[src/rtl/hwg_pkg.sv]
// shared constants and types of the homography warp grid
`default_nettype none
package hwg_pkg;
	localparam int LANES_DEF      = 4;
	localparam int COORD_BITS_DEF = 12;
	localparam int COEF_W         = 32;
	localparam int OFF_W          = 48;
	localparam int GUARD_W        = 32;
	localparam int CFG_W          = 64;
	localparam int CFG_IDX_W      = 3;
	localparam int OUT_W          = 16;
	localparam int Q_FRAC         = 28;
	localparam int SCALE_SH       = 4;
	localparam int LANE_LAT       = 3;
	localparam int DIV_LAT        = OUT_W + 2;

	typedef enum logic [CFG_IDX_W-1:0] {
		REG_U_SLOPES = 3'd0,
		REG_U_OFFSET = 3'd1,
		REG_V_SLOPES = 3'd2,
		REG_V_OFFSET = 3'd3,
		REG_W_SLOPES = 3'd4,
		REG_W_OFFSET = 3'd5,
		REG_W_GUARD  = 3'd6
	} hwg_reg_t;

	typedef struct packed {
		logic signed [COEF_W-1:0] hc;
		logic signed [COEF_W-1:0] hr;
		logic signed [OFF_W-1:0]  off;
	} hwg_term_t;

	typedef struct packed {
		hwg_term_t           u;
		hwg_term_t           v;
		hwg_term_t           w;
		logic [GUARD_W-1:0]  guard;
	} hwg_cfg_t;
endpackage
`default_nettype wire

[src/rtl/hwg_div.sv]
// pipelined restoring divider, one quotient bit per stage, saturated output
`default_nettype none
module hwg_div
	import hwg_pkg::*;
#(
	parameter int ACC_W = 58
) (
	input  wire logic                    clk,
	input  wire logic                    en,
	input  wire logic [ACC_W+SCALE_SH-1:0] num,
	input  wire logic [ACC_W-1:0]        den,
	input  wire logic                    neg,
	output logic signed [OUT_W-1:0]      q
);
	localparam int CW = ACC_W + OUT_W + 1;

	logic [CW-1:0]    rem_s [0:OUT_W-1];
	logic [ACC_W-1:0] den_s [0:OUT_W-1];
	logic [OUT_W-1:0] quo_s [0:OUT_W];
	logic             neg_s [0:OUT_W];
	logic             ovf_s [0:OUT_W];
	logic [OUT_W-1:0] mag;

	always_ff @(posedge clk) begin
		if (en) begin
			rem_s[0] <= CW'(num);
			den_s[0] <= den;
			quo_s[0] <= '0;
			neg_s[0] <= neg;
			ovf_s[0] <= CW'(num) >= (CW'(den) << OUT_W);
		end
	end

	for (genvar k = 1; k <= OUT_W; k++) begin : g_stage
		logic [CW-1:0] sub;
		logic          take;
		assign sub  = CW'(den_s[k-1]) << (OUT_W - k);
		assign take = rem_s[k-1] >= sub;
		always_ff @(posedge clk) begin
			if (en) begin
				quo_s[k] <= {quo_s[k-1][OUT_W-2:0], take};
				neg_s[k] <= neg_s[k-1];
				ovf_s[k] <= ovf_s[k-1];
			end
		end
		if (k < OUT_W) begin : g_carry
			always_ff @(posedge clk) begin
				if (en) begin
					rem_s[k] <= take ? rem_s[k-1] - sub : rem_s[k-1];
					den_s[k] <= den_s[k-1];
				end
			end
		end
	end

	assign mag = quo_s[OUT_W];

	always_ff @(posedge clk) begin
		if (en) begin
			if (neg_s[OUT_W]) begin
				if (ovf_s[OUT_W] || (mag > (OUT_W'(1) << (OUT_W - 1))))
					q <= {1'b1, (OUT_W-1)'(0)};
				else
					q <= OUT_W'(-mag);
			end else begin
				if (ovf_s[OUT_W] || mag[OUT_W-1])
					q <= {1'b0, {(OUT_W-1){1'b1}}};
				else
					q <= mag;
			end
		end
	end
endmodule
`default_nettype wire

[config.mk]
export PLATFORM = sky130hd
export DESIGN_NAME = hwg_div
export DESIGN_NICKNAME = d
export VERILOG_FILES = /design/src/rtl/hwg_pkg.sv /design/src/rtl/hwg_div.sv
export SDC_FILE = /design/constraint.sdc
export NUM_CORES = 2
export LEC_CHECK = 0
export BUFFER_PORTS_ARGS = -buffer_cell sky130_fd_sc_hd__buf_2
export CORE_MARGIN = 5
export CORE_UTILIZATION = 60
export DETAILED_ROUTE_END_ITERATION = 8
export PLACE_DENSITY = 0.82
export RECOVER_POWER = 50
export SLEW_MARGIN = 5
export SYNTH_ARGS = -nofsm -noshare
export SYNTH_HDL_FRONTEND = slang
export SYNTH_SLANG_ARGS = --single-unit
[constraint.sdc]
create_clock -name clk -period 5.65 [get_ports clk]
set_clock_uncertainty 0.2 [all_clocks]
set_input_delay 1.13 -clock clk [delete_from_list [all_inputs] [get_ports clk]]
set_output_delay 1.13 -clock clk [all_outputs]
set_load 0.01 [all_outputs]
==> metrics.txt <==
layout cell share with drive strength beyond 1 0.0611; Peak Freq 0.185 GHz; worst vdd ir 0.329 mV; DP Area 0.142 mm^2; RSZ-0062 raised after global routing false; hold_sp quo_s[1][34]; hold_buf cts 0; area leader, netlist edfxtp_1; Crit Path Max Fanout 26; most common cell after layout, fill and taps aside edfxtp_1; DRT iter0 DRCs 7495; total number of vias 99400; max-cap violations 13; CTS Root Cell clkbuf_16; CP Capture Type flop; post-cts gate resize count 0; critical path startpoint category flop; Core ar. 0.228 mm^2; number of I/O port buffers 138; Final period util 0.957; Seq/Total Area, Yosys 0.502; Post-Route WL 337000 um; # Post-CTS Setup Buffers 0; Worst-path clk slew 0.06 ns; post-synth top area share 0.502; Slew @ Worst Pin 3.28 ns; min cycle time layout 5.41 ns; R2R Setup Slk 0.24 ns; CP endpoint rem_s[0][449]; initial core utilization 0.604; fin area 0.150 mm^2; outcome complete, but fails checks; EDFF count, synth 2301; failing checks max-capacitance violations, max-slew violations; initial antenna violation count 2; peak per-stage delay on the critical path 0.62 ns; fraction of registers with async set/reset 0; most frequent CP cell o21ai_0; Worst Hold Class flop to flop; Overflow after GRT 0; worst skew pair latency 0.89 ns; Power Dens Cells 500 mW/mm^2; IO Pins 139; post-layout net count 14600; pin count of the biggest net entering global routing 132; CP Data Arrival Time 5.83 ns; TritonCTS clock tree done; row cnt 175; Avg Cell Area, Syn 10.3 um^2; gr usage total 0.277; most frequent cells in the layout edfxtp_1 (2301), a21oi_1 (1378), inv_1 (1228), nand2_1 (1027), ha_1 (964); sequence of cells on the critical path ha_1 -> inv_1 -> fa_1 -> a21o_1 -> a31oi_1 -> o21bai_1 -> o21ai_0 -> buf_4 -> o21ai_0 -> a2111oi_2 -> or3_1 -> o31ai_4 -> a221o_4 -> o311ai_0 -> nor4_1 -> xor2_1; Crit Path Category flop to flop; #FFs+latches synth 2301; clk sinks 2301; Distinct cells, synth 95; Leakage 60.9 nW; chip width 489 um; synthesized cell area 0.138 mm^2; Synth-to-Final Area Change 8.98%; total number of yosys warnings 0; Die Y-Extent 489 um; Worst R2R Start den_s[0][232]; worst hold path cell count 0; Post-Syn Instances 13400; first-pass GRT wire length 524000 um; # H-tree levels 4; Reg2Reg Capture Point rem_s[0][449]; reg2reg path depth 16; HPWL after DPL 261000 um; top cells by area, synth edfxtp_1 (50%), ha_1 (8.8%), a21oi_1 (5.0%), xnor2_1 (3.4%), a21o_1 (3.4%); Final Hold Viols 0; vias per std cell 5.96; Clock Path Buffers 3; Critical-path top delay cell o21ai_0; DR pass1 iterations 6; total CTS buffers 237; final setup TNS 0 ns; WL per Instance 20.2 um; CP startpoint den_s[0][232]; RD Place Congestion 0.981; Routed Antenna Nets 0; Slew headroom -1.19; final setup vio count 0; full die area 0.239 mm^2; # DRC 0; fin. max-slew vios 708; Main synth FF type edfxtp_1; Mapped Nets 14500; vias in the first global route 99300; CP required 6.07 ns
per-stage QoR:
step	setup WS, ns	hold WS, ns	total power, mW	instances	utilization
2_1_floorplan	1.61	0.200	50.4	13400	-
3_3_place_gp	0.305	0.200	58.8	16200	0.625
3_5_place_dp	0.230	0.205	59.1	16200	0.625
4_1_cts	0.229	0.157	74.7	16700	0.659
5_1_grt	0.111	0.172	79.7	16700	0.658
6_report	0.241	0.209	74.9	16700	0.658
flip-flops by register name, indices dropped and copies added (netlist names):
register and flops:
rem_s 1187, den_s 928, quo_s 136, neg_s 17
ovf_s 17, q 16
cells by family (layout without fill, tap and decap cells):
logic type	after synthesis	count (layout)	synth area share
AOI/OAI and AO/OA	3868	3869	0.172
xor gates and xnor gates	927	927	0.0590
adders and majority gates	979	979	0.0899
buffers and inverters	1749	2025	0.0480
DFF	2301	2301	0.502
muxes	122	122	0.00997
other	0	5	0
and+or+nand+nor	3421	3421	0.119
power breakdown:
part           leakage, nW  switching (mW)  internal [mW]
clock network         3.75            6.57           8.83
registers             22.4            2.34           24.4
logic                 34.8            19.3           13.5
synth_stat cells (88+ instances only):
cell and instances:
and3_1 88, inv_1 1228, o21a_1 116, nor4_1 101, a21oi_1 1379, a31oi_1 116
nand4_1 306, nor3_1 194, nor2_1 930, nor2b_1 135, xnor2_1 535, mux2_2 120
nand3_1 215, xor2_1 392, ha_1 964, o21ai_0 912, a21o_1 614, nand2_1 1029
edfxtp_1 2301, a211oi_1 88, nand2b_1 115, o21bai_1 162, clkbuf_1 456
final cells by class:
cell class | instances | area, um^2
clock inverters | 155 | 1630
diodes | 5 | 12.5
clock buffers | 273 | 6110
repair buffers | 365 | 2600
inverters | 1232 | 4630
well taps | 3009 | 3760
multi-input cells | 9318 | 62000
fillers | 17700 | 77800
flip-flops and latches | 2301 | 69100
worst min-delay path by stage:
stage,to,slack [ns]
finish,quo_s[1][51],0.21
global route,neg_s[0][0],0.17
CTS,neg_s[0][0],0.16
detailed placement,ovf_s[0][5],0.20
global placement,quo_s[2][10],0.20
floorplan,neg_s[0][1],0.20
routing by layer:
layer / share of wire / vias to the layer above / GRT usage
met5: 0 / - / 0
met4: 0.086 / 0 / 0.192
li1: - / 49100 / -
met1: 0.37 / 46200 / 0.303
met2: 0.50 / 3115 / 0.504
met3: 0.038 / 1013 / 0.0283
worst max-delay path: cells and delay by family, from the launching register on:
family	cells	cell delay (ns)
compound gates	9	2.96
simple gates	2	0.80
fa+ha+maj	2	0.42
flops	1	0.38
buf+inv	2	0.25
xor+xnor	1	0.12
Power figures use the tool's default switching activity.
